`config.mk`:
```
export PLATFORM = sky130hd
export DESIGN_NAME = interrupt_routing_controller_core
export DESIGN_NICKNAME = d
export VERILOG_FILES = /design/src/design/irc_pkg.sv /design/src/design/interrupt_routing_controller_core.sv /design/src/design/irc_decode.sv
export SDC_FILE = /design/constraint.sdc
export NUM_CORES = 2
export LEC_CHECK = 0
export BUFFER_PORTS_ARGS = -buffer_cell sky130_fd_sc_hd__buf_4
export CAP_MARGIN = 30
export CORE_ASPECT_RATIO = 0.75
export CORE_UTILIZATION = 30
export CTS_CLUSTER_DIAMETER = 200
export CTS_CLUSTER_SIZE = 8
export DETAILED_ROUTE_END_ITERATION = 6
export PLACE_DENSITY_LB_ADDON = 0.05
export SYNTH_ARGS = -nofsm -noshare
export SYNTH_HDL_FRONTEND = slang
export SYNTH_SLANG_ARGS = --single-unit
```
`constraint.sdc`:
```
create_clock -name clk -period 15.9 [get_ports clk]
set_input_delay 3.18 -clock clk [delete_from_list [all_inputs] [get_ports clk]]
set_output_delay 3.18 -clock clk [all_outputs]
set_load 0.05 [all_outputs]
```
`src/design/irc_pkg.sv`:
```
`timescale 1ns / 1ps
// Shared constants, codes and types of the interrupt routing controller.
// No dependencies; every other design and test file but irc_checker imports this package.
package irc_pkg;

	localparam int NUM_IRQS      = 64;
	localparam int BASE_ADDRESS  = 57344;
	localparam int ENTRIES_START = 16;
	localparam int ENTRY_BYTES   = 4;
	localparam int IMAGE_BYTES   = ENTRIES_START + ENTRY_BYTES * NUM_IRQS;
	localparam int OFF_W         = $clog2(IMAGE_BYTES);
	localparam int MAX_ACCESS    = 4;
	localparam int IPI_CPU_OFF   = 4;

	// Bus command codes.
	typedef enum logic [1:0] {
		OP_READ  = 2'd0,
		OP_WRITE = 2'd1,
		OP_IRQ   = 2'd2,
		OP_NONE  = 2'd3
	} op_t;

	// Decoded request handed from the decoder to the sequencer.
	typedef struct packed {
		op_t              kind;
		logic             go;
		logic [OFF_W-1:0] offset;
		logic [2:0]       count;
	} req_t;

	typedef enum logic [4:0] {
		ST_CLEAR = 5'b00001,
		ST_IDLE  = 5'b00010,
		ST_WRITE = 5'b00100,
		ST_READ  = 5'b01000,
		ST_DONE  = 5'b10000
	} state_t;

endpackage

```
`src/design/interrupt_routing_controller_core.sv`:
```
`timescale 1ns / 1ps
// Top level of the interrupt routing controller: byte-serial sequencer and register image.
// Depends on irc_pkg and irc_decode.
//
// Usage. Requests arrive on the s_ channel (command, address, access_size,
// write_data, irq_line); one response per request leaves on the m_ channel
// (ok, read_data, raise, raise_cpu, raise_vector). A request is taken when
// s_tvalid and s_tready are both high, a response when m_tvalid and m_tready are.
// The 272-byte register image sits in a byte-wide memory with one write port
// and one registered read port, so all data moves one byte per cycle.
// A read or an interrupt event passes through the byte read pass, then a state that
// forms the response, then the output register that presents it. A write of n bytes
// writes them one per cycle and then forms the response; when it starts at the control
// word with bit 0 set, the IPI target and vector are then fetched by a read pass. A
// rejected request goes straight to forming its response. One request is handled at
// a time: a new one is taken only once the previous one has left the sequencer for
// the output register.
// Reset: after arst_n rises the image is cleared one byte per cycle, with s_tready low.
// When the receiver stalls, the finished response waits in the output register; a new
// request is still taken, and its response waits until the previous one has been taken.
module interrupt_routing_controller_core (
	input  logic        clk,
	input  logic        arst_n,
	input  logic        s_tvalid,
	output logic        s_tready,
	// [1:0] command, [17:2] address, [20:18] access_size, [52:21] write_data,
	// [60:53] irq_line, [63:61] zero
	input  logic [63:0] s_tdata,
	output logic        m_tvalid,
	input  logic        m_tready,
	// [0] ok, [32:1] read_data, [33] raise, [49:34] raise_cpu,
	// [65:50] raise_vector, [71:66] zero
	output logic [71:0] m_tdata
);
	import irc_pkg::*;

	state_t           state_q;
	logic [OFF_W-1:0] cnt_q;
	op_t              kind_q;
	logic             go_q;
	logic             ipi_q;
	logic [OFF_W-1:0] off_q;
	logic [2:0]       size_q;
	logic [31:0]      wdata_q;
	logic [31:0]      shift_q;
	logic             take_q;
	logic             out_valid_q;
	logic [71:0]      out_data_q;

	logic [7:0]       image_q [IMAGE_BYTES];
	logic [7:0]       rd_q;

	req_t             req;
	logic             accept;
	logic             out_free;
	logic             wr_en;
	logic [OFF_W-1:0] wr_addr;
	logic [7:0]       wr_byte;
	logic             rd_en;
	logic [OFF_W-1:0] rd_addr;
	logic [7:0]       in_byte;
	logic             resp_ok;
	logic             resp_raise;
	logic [31:0]      resp_rdata;
	logic [15:0]      resp_cpu;
	logic [15:0]      resp_vec;

	irc_decode u_decode (
		.command     (s_tdata[1:0]),
		.address     (s_tdata[17:2]),
		.access_size (s_tdata[20:18]),
		.irq_line    (s_tdata[60:53]),
		.req         (req)
	);

	assign s_tready = (state_q == ST_IDLE);
	assign accept   = s_tvalid && s_tready;
	assign out_free = !out_valid_q || m_tready;
	assign m_tvalid = out_valid_q;
	assign m_tdata  = out_data_q;

	// The write port serves the clearing pass and byte writes.
	always_comb begin
		wr_en   = 1'b0;
		wr_addr = cnt_q;
		wr_byte = 8'd0;
		if (state_q == ST_CLEAR) begin
			wr_en = 1'b1;
		end else if (state_q == ST_WRITE) begin
			wr_en   = 1'b1;
			wr_addr = off_q + OFF_W'(cnt_q[2:0]);
			wr_byte = wdata_q[7:0];
		end
	end

	// The read pass always covers all four byte positions so short reads end up right-aligned.
	assign rd_en   = (state_q == ST_READ) && ({{(OFF_W-3){1'b0}}, size_q} > cnt_q);
	assign rd_addr = off_q + OFF_W'(cnt_q[2:0]);
	assign in_byte = take_q ? rd_q : 8'd0;

	always_ff @(posedge clk) begin
		if (wr_en) begin
			image_q[wr_addr] <= wr_byte;
		end
		if (rd_en) begin
			rd_q <= image_q[rd_addr];
		end
	end

	// Response fields; an interrupt entry is gathered as vector, CPU, flags low, flags high.
	always_comb begin
		resp_ok    = 1'b0;
		resp_raise = 1'b0;
		resp_rdata = 32'd0;
		resp_cpu   = 16'd0;
		resp_vec   = 16'd0;
		unique case (kind_q)
			OP_READ: begin
				resp_ok    = go_q;
				resp_rdata = go_q ? shift_q : 32'd0;
			end
			OP_WRITE: begin
				resp_ok    = go_q;
				resp_raise = go_q && ipi_q;
				if (go_q && ipi_q) begin
					resp_cpu = shift_q[15:0];
					resp_vec = shift_q[31:16];
				end
			end
			OP_IRQ: begin
				resp_ok    = go_q && shift_q[16];
				resp_raise = go_q && shift_q[16];
				if (go_q && shift_q[16]) begin
					resp_cpu = {8'd0, shift_q[15:8]};
					resp_vec = {8'd0, shift_q[7:0]};
				end
			end
			default: begin
				resp_ok = 1'b0;
			end
		endcase
	end

	always_ff @(posedge clk or negedge arst_n) begin
		if (!arst_n) begin
			state_q     <= ST_CLEAR;
			cnt_q       <= '0;
			take_q      <= 1'b0;
			out_valid_q <= 1'b0;
		end else begin
			// A finished response is loaded whenever the output register is free.
			if ((state_q == ST_DONE) && out_free) begin
				out_valid_q <= 1'b1;
			end else if (m_tready) begin
				out_valid_q <= 1'b0;
			end
			unique case (state_q)
				ST_CLEAR: begin
					if (cnt_q == OFF_W'(IMAGE_BYTES - 1)) begin
						cnt_q   <= '0;
						state_q <= ST_IDLE;
					end else begin
						cnt_q <= cnt_q + 1'b1;
					end
				end
				ST_IDLE: begin
					cnt_q  <= '0;
					take_q <= 1'b0;
					if (accept) begin
						if (!req.go) begin
							state_q <= ST_DONE;
						end else if (req.kind == OP_WRITE) begin
							state_q <= ST_WRITE;
						end else begin
							state_q <= ST_READ;
						end
					end
				end
				ST_WRITE: begin
					if (cnt_q[2:0] == size_q - 3'd1) begin
						cnt_q   <= '0;
						state_q <= ipi_q ? ST_READ : ST_DONE;
					end else begin
						cnt_q <= cnt_q + 1'b1;
					end
				end
				ST_READ: begin
					take_q <= rd_en;
					if (cnt_q == OFF_W'(MAX_ACCESS)) begin
						cnt_q   <= '0;
						state_q <= ST_DONE;
					end else begin
						cnt_q <= cnt_q + 1'b1;
					end
				end
				ST_DONE: begin
					if (out_free) begin
						state_q <= ST_IDLE;
					end
				end
				default: begin
					state_q <= ST_IDLE;
				end
			endcase
		end
	end

	// Payload registers.
	always_ff @(posedge clk) begin
		if (accept) begin
			kind_q  <= req.kind;
			go_q    <= req.go;
			off_q   <= req.offset;
			size_q  <= req.count;
			wdata_q <= s_tdata[52:21];
			// Only a write starting at the control word can send an IPI; the
			// control byte after the write is the first written byte.
			ipi_q   <= (req.offset == '0) && s_tdata[21];
		end
		if (state_q == ST_WRITE) begin
			wdata_q <= {8'd0, wdata_q[31:8]};
			if (cnt_q[2:0] == size_q - 3'd1) begin
				off_q  <= OFF_W'(IPI_CPU_OFF);
				size_q <= 3'(MAX_ACCESS);
			end
		end
		if ((state_q == ST_READ) && (cnt_q != '0)) begin
			shift_q <= {in_byte, shift_q[31:8]};
		end
		if ((state_q == ST_DONE) && out_free) begin
			out_data_q <= {6'd0, resp_vec, resp_cpu, resp_raise, resp_rdata, resp_ok};
		end
	end

endmodule

```
`src/design/irc_decode.sv`:
```
`timescale 1ns / 1ps
// Request decoder: range and size checks, image offset of an access or IRQ entry.
// Depends on irc_pkg.
module irc_decode (
	input  logic [1:0]    command,
	input  logic [15:0]   address,
	input  logic [2:0]    access_size,
	input  logic [7:0]    irq_line,
	output irc_pkg::req_t req
);
	import irc_pkg::*;

	logic [16:0]      off_full;
	logic [16:0]      span;
	logic             size_ok;
	logic             addr_ok;
	logic             fits;
	logic             irq_ok;
	logic [OFF_W-1:0] entry_off;

	always_comb begin
		off_full  = {1'b0, address} - 17'(BASE_ADDRESS);
		span      = off_full + 17'(access_size);
		size_ok   = (access_size != 3'd0) && (access_size <= 3'(MAX_ACCESS));
		addr_ok   = address >= 16'(BASE_ADDRESS);
		fits      = span <= 17'(IMAGE_BYTES);
		irq_ok    = {1'b0, irq_line} < 9'(NUM_IRQS);
		entry_off = OFF_W'(ENTRIES_START) + OFF_W'({irq_line, 2'b00});
		req.kind   = op_t'(command);
		req.go     = 1'b0;
		req.offset = off_full[OFF_W-1:0];
		req.count  = access_size;
		unique case (op_t'(command))
			OP_READ, OP_WRITE: begin
				req.go = size_ok && addr_ok && fits;
			end
			OP_IRQ: begin
				req.go     = irq_ok;
				req.offset = entry_off;
				req.count  = 3'(ENTRY_BYTES);
			end
			default: begin
				req.go = 1'b0;
			end
		endcase
	end

endmodule

```
Word-level counts from Yosys, hierarchy flattened
Memories as Yosys holds them, arrays and structs flattened. A register that Yosys moved wholly into a read port is not among the register bits.
Cells that the tools add are included.
{"block": "classes", "magnitude_cmp": 5, "n_eq_ne": 17, "mux": 42, "reduce_logical": 25, "addsub": 6}
{"operator": "two-way mux 9 bit", "count": 8}
{"operator": "one-hot mux 16 bit (2 select lines)", "count": 2}
{"operator": "two-way mux 24 bit", "count": 2}
{"operator": "one-hot mux 9 bit (4 select lines)", "count": 1}
{"operator": "two-way mux 5 bit", "count": 7}
{"operator": "two-way mux 16 bit", "count": 2}
{"operator": "two-way mux 8 bit", "count": 4}
{"operator": "one-hot mux 5 bit (5 select lines)", "count": 1}
{"operator": "adder 17 x 3 -> 17 bit", "count": 1}
{"operator": "less-or-equal comparator 17 x 9 -> 1 bit, second input constant", "count": 1}
{"operator": "subtractor 16 x 16 -> 17 bit, second input constant", "count": 1}
{"operator": "greater-or-equal comparator 16 bit, second input constant", "count": 1}
{"operator": "two-way mux 12 bit", "count": 1}
{"operator": "logical AND 1 bit", "count": 10}
{"operator": "adder 5 x 9 -> 9 bit, first input constant", "count": 1}
{"operator": "adder 9 x 1 -> 9 bit, second input constant", "count": 1}
{"operator": "adder 9 x 3 -> 9 bit", "count": 1}
{"operator": "equality test 9 x 3 -> 1 bit, second input constant", "count": 1}
{"operator": "equality test 9 bit, second input constant", "count": 1}
{"operator": "greater-than comparator 3 x 9 -> 1 bit", "count": 1}
{"operator": "logical NOT 9 bit", "count": 1}
{"operator": "two-way mux 3 bit", "count": 3}
{"operator": "nonzero test 9 bit", "count": 1}
{"operator": "< comparator 8 x 7 -> 1 bit, second input constant", "count": 1}
{"operator": "24 further kinds", "count": 41}
{"block": "totals", "n_memories": 1, "inputBits": 68, "elab_cells": 111, "output_inout_bits": 74, "ramBits": 2176, "ff_bits": 162}
{"name": "image_q", "words": 272, "word_bits": 8, "read_ports": 1, "rd_clocked_by_memory_dff": 1, "write_ports": 1, "line": "interrupt_routing_controller_core.sv:50", "text": "logic [7:0] image_q [IMAGE_BYTES];"}

Longest topological paths before layout
{"block": "logic_depth", "ltp_word": 8, "ltp_mapped": 14, "mapped_depth_nobuf": 10}

By module
A second synthesis with hierarchy kept.
{"block": "unflattened", "cells_unflattened": 4573, "hier_area_um2": 92760.2}
{"mod": "interrupt_routing_controller_core", "seq_area_each_um2": 70168.5, "area_per_inst_um2": 92110.8, "cells_each": 4482, "n_inst": 1}
{"mod": "irc_decode", "seq_area_each_um2": 0.0, "area_per_inst_um2": 649.4, "cells_each": 91, "n_inst": 1}

Worst setup path before layout
No wires, ideal clock.
{"block": "synth_path", "path_type": "in2reg", "from": "input port m_tready", "to": "register out_data_q[0] (netlist: m_tdata[0]), enable pin", "n_path_buf": 0, "required_time_ps": 15388, "path_slack_ps": 8955, "setup_ps": 512, "arrival_ps": 6433, "stages": 2, "path_cell_list": "inv_1 > a21oi_1"}
{"block": "synth_between", "elab_chain_cells": 2}
{"item": "start: declaration", "line": "interrupt_routing_controller_core.sv:30", "text": "input logic m_tready,"}
{"item": "logical OR 1 bit", "line": "interrupt_routing_controller_core.sv:78", "text": "assign out_free = !out_valid_q || m_tready;"}
{"item": "logical AND 1 bit", "line": "interrupt_routing_controller_core.sv:230", "text": "if ((state_q == ST_DONE) && out_free) begin"}
{"item": "end signal: assignment", "line": "interrupt_routing_controller_core.sv:231", "text": "out_data_q <= {6'd0, resp_vec, resp_cpu, resp_raise, resp_rdata, resp_ok};"}
{"item": "end: declaration", "line": "interrupt_routing_controller_core.sv:48", "text": "logic [71:0] out_data_q;"}
No other way between the ends.
A chain may end at the register's enable or synchronous reset.

Final worst setup path
{"block": "layout_path", "from": "register cnt_q[0]", "to": "register rd_q[3], read port of image_q (data pin)"}
{"block": "layout_between", "elab_chain_cells": 2, "word_cells_on_any_way": 3, "cone_classes": "add/sub (1); order compare (1); reduce/logical (1)"}
{"item": "start: declaration", "line": "interrupt_routing_controller_core.sv:38", "text": "logic [OFF_W-1:0] cnt_q;"}
{"item": "start signal: assignment", "line": "interrupt_routing_controller_core.sv:163", "text": "cnt_q <= cnt_q + 1'b1;"}
{"item": "start signal: assignment", "line": "interrupt_routing_controller_core.sv:184", "text": "cnt_q <= cnt_q + 1'b1;"}
{"item": "start signal: assignment", "line": "interrupt_routing_controller_core.sv:193", "text": "cnt_q <= cnt_q + 1'b1;"}
{"item": "greater-than comparator 3 x 9 -> 1 bit", "line": "interrupt_routing_controller_core.sv:97", "text": "assign rd_en = (state_q == ST_READ) && ({{(OFF_W-3){1'b0}}, size_q} > cnt_q);"}
{"item": "logical AND 1 bit", "line": "interrupt_routing_controller_core.sv:97"}
{"item": "end: declaration", "line": "interrupt_routing_controller_core.sv:51", "text": "logic [7:0] rd_q;"}
Parallel ways exist; a longest one is shown, timed or not.

==> metrics <==
DP Area=98300 um2; Reg2Reg Setup Slack=9.31 ns; Mapped Area=92200 um2; CP required=16.45 ns; initial antenna violation count=33; Crit path buffers/inverters=3; Tot GR Track Use=0.181; min Tclk post-route=6.59 ns; Setup crit start kind=flop; Cell Rows=175; # IOs=142; Final Total Pwr=19.5 mW; CTS root buf=clkbuf_16; CP peak stage delay=1.22 ns; Skew-Pair Late Insertion Delay=0.88 ns; CTS Sinks=2346; WS Path Type=reg2reg; Critical Path End=rd_q[3]; vias in the first global route=46.3k; Worst R2R End=rd_q[3]; PortBufs=132; largest net degree at the start of global routing=184; Wirelength per Cell=31.8 um; Yosys warning count=0; Max IR drop VDD=0.000228 V; first-pass GRT wire length=392000 um; crit path cell chain=ha_4 -> fa_4 -> buf_4 -> buf_4 -> buf_4 -> mux4_2 -> mux4_2 -> o22ai_1 -> nor4b_1 -> or4_1; fmax=0.152 GHz; CTS tree=built; R2R cell count=10; max-slew violation count=0; minimum hold slack=0.456 ns; final setup vio count=0; Layout Skew=0.0563 ns; Slew @ Worst Pin=1.25 ns; vias per cell=5.09; WP data arrival=7.15 ns; Worst Setup SP=cnt_q[0]; Die Ht=482 um; GP Congestion=0.750; Top cell by count, worst path=buf_4; syn_area_per_cell=20.8 um2; share of cells above drive strength 1=0.275; Clock Tree Buf Depth=4; Leakage=31.4 nW; max cap viols=0; DRT Pass-1 Iters=5; RSZ-0062 raised after global routing=false; Overflow after GRT=0; crit-path leading delay family=buffers and inverters; nets@finish=4886; HPWL Detailed=171000 um; main area contributors after synthesis=edfxtp_1 (75%), mux4_2 (16%), nand2_1 (1.4%); Crit. End Element=flop; Worst path slowest cell=fa_4; number of hold violations in the final report=0; setup TNS=0 ns; status=finished clean; Gates resized, CTS repair=0; max_slew headroom=0.169; worst r2r src=cnt_q[0]; chip width=642 um; EDFF count, synth=2310; cts bufs inserted=335; final design area excluding fillers=107000 um2; Residual DRC=0; post-synth top area share=0.752; number of synthesized register bits=2346; Area Overhead vs Synth=16.4%; cts hold-fix bufs=0; overall routed net length=283000 um; clock transition at the registers of the reported paths=0.06 ns; most frequent cells after synthesis=edfxtp_1 (2310), mux4_2 (640), nand2_1 (332), nor2_1 (319), clkbuf_1 (99); via count=45.4k; core area=304000 um2; HP Class=reg2reg; WP depth=10; most common cell in the netlist=edfxtp_1; Iteration-0 DRC Markers=4684; count of cell types in the netlist=74; H-tree lvl count=5; ANT nets after route=0; FFs w/ async S/R, synth=0.00682; P per Cell Area=182 nW/um2; Tcrit/Tclk final=0.415; Initial Util=0.303; Post-CTS Repair Setup Buffers=0; Most used DFF post-synth=edfxtp_1; top cell type by total area after synthesis=edfxtp_1; area of the die=310000 um2; register area share after synthesis=0.761; Max FO, Critical Path=43; Synth Instances=4434
worst min-delay path by stage:
stage / startpoint / end / slack, ns / cells past startpoint
global placement: wdata_q[28] / wdata_q[28] / 0.45 / 2
finish: wdata_q[31] / wdata_q[31] / 0.46 / 2
global route: wdata_q[31] / wdata_q[31] / 0.47 / 2
detailed placement: wdata_q[31] / wdata_q[31] / 0.45 / 2
floorplan: size_q[0] / size_q[0] / 0.43 / 2
CTS: shift_q[24] / shift_q[16] / 0.45 / 0
metal layers:
layer,GRT usage,part of all wire,vias up
met1,0.279,0.49,24900
met2,0.266,0.44,1211
met5,0,0,-
met3,0.0307,0.051,367
met4,0.0398,0.020,0
li1,-,-,18900
area by class of cell:
class / count / area [um2]
Antenna cell: 9 / 22.5
Clock buffer: 362 / 8700
Clock inverter: 9 / 105
Fill cell: 28300 / 197000
Inverter: 18 / 67.6
Multi-Input combinational cell: 1819 / 20800
Sequential cell: 2346 / 70200
Tap cell: 4071 / 5090
Timing Repair Buffer: 276 / 2370
flip-flops by register name (all words and copies together), names as in the netlist, 2 cells and up:
signal / flops
wdata_q: 32
image_q: 2176
kind_q: 2
rd_q: 8
shift_q: 32
cnt_q: 9
off_q: 9
size_q: 3
state_q: 5
m_tdata: 66
through the flow:
step	instances	setup WS [ns]	utilization
after floorplan	4439	8.95	-
after detailed placement	8519	9.15	0.323
final	8910	9.31	0.353
after CTS	8890	9.11	0.352
after global placement	8488	9.14	0.322
after global routing	8903	9.10	0.353
where the power goes:
part	leakage (nW)	switching [mW]	internal, mW
Sequential	19.8	0.0595	6.80
Clock	4.32	2.55	3.80
Combinational	7.34	3.97	2.31
worst register-to-register path: cells and delay by family, from the launching register on:
family | cells | cell delay, ns
muxes | 2 | 1.05
and+or+nand+nor | 2 | 0.62
DFF | 1 | 0.51
buffers and inverters | 3 | 2.12
adders and majority gates | 2 | 1.46
AOI/OAI and AO/OA | 1 | 0.56
cells in the final DEF (no fill, tap or decap), types with 13 or more instances in the layout:
cell type | synthesis | layout
nor3_1 | 16 | 16
nand2_2 | 0 | 16
buf_4 | 54 | 245
clkbuf_16 | 0 | 345
nand3_1 | 78 | 78
a22oi_1 | 13 | 13
nand4_1 | 19 | 19
nor2_1 | 319 | 317
buf_6 | 19 | 13
dfxtp_1 | 20 | 20
o21ai_0 | 31 | 29
clkbuf_1 | 99 | 17
ha_1 | 20 | 19
mux2i_1 | 32 | 32
and3_1 | 43 | 43
inv_1 | 18 | 18
a22o_1 | 22 | 22
mux4_2 | 640 | 640
dfrtp_1 | 15 | 15
edfxtp_1 | 2310 | 2310
and2_1 | 36 | 26
nand2_1 | 332 | 315
a21oi_1 | 37 | 36
cell families (layout without fill, tap and decap cells):
| group | count (synthesis) | in the layout | synth area share |
|---|---|---|---|
| buffers and inverters | 274 | 665 | 0.0159 |
| xor gates and xnor gates | 22 | 22 | 0.00233 |
| muxes | 675 | 675 | 0.160 |
| and+or+nand+nor | 894 | 894 | 0.0423 |
| DFF | 2346 | 2346 | 0.761 |
| AOI/OAI and AO/OA | 200 | 200 | 0.0152 |
| other | 1 | 15 | 0.0000407 |
| adders and majority gates | 22 | 22 | 0.00315 |
No activity file was read; power rests on OpenSTA's default activity.
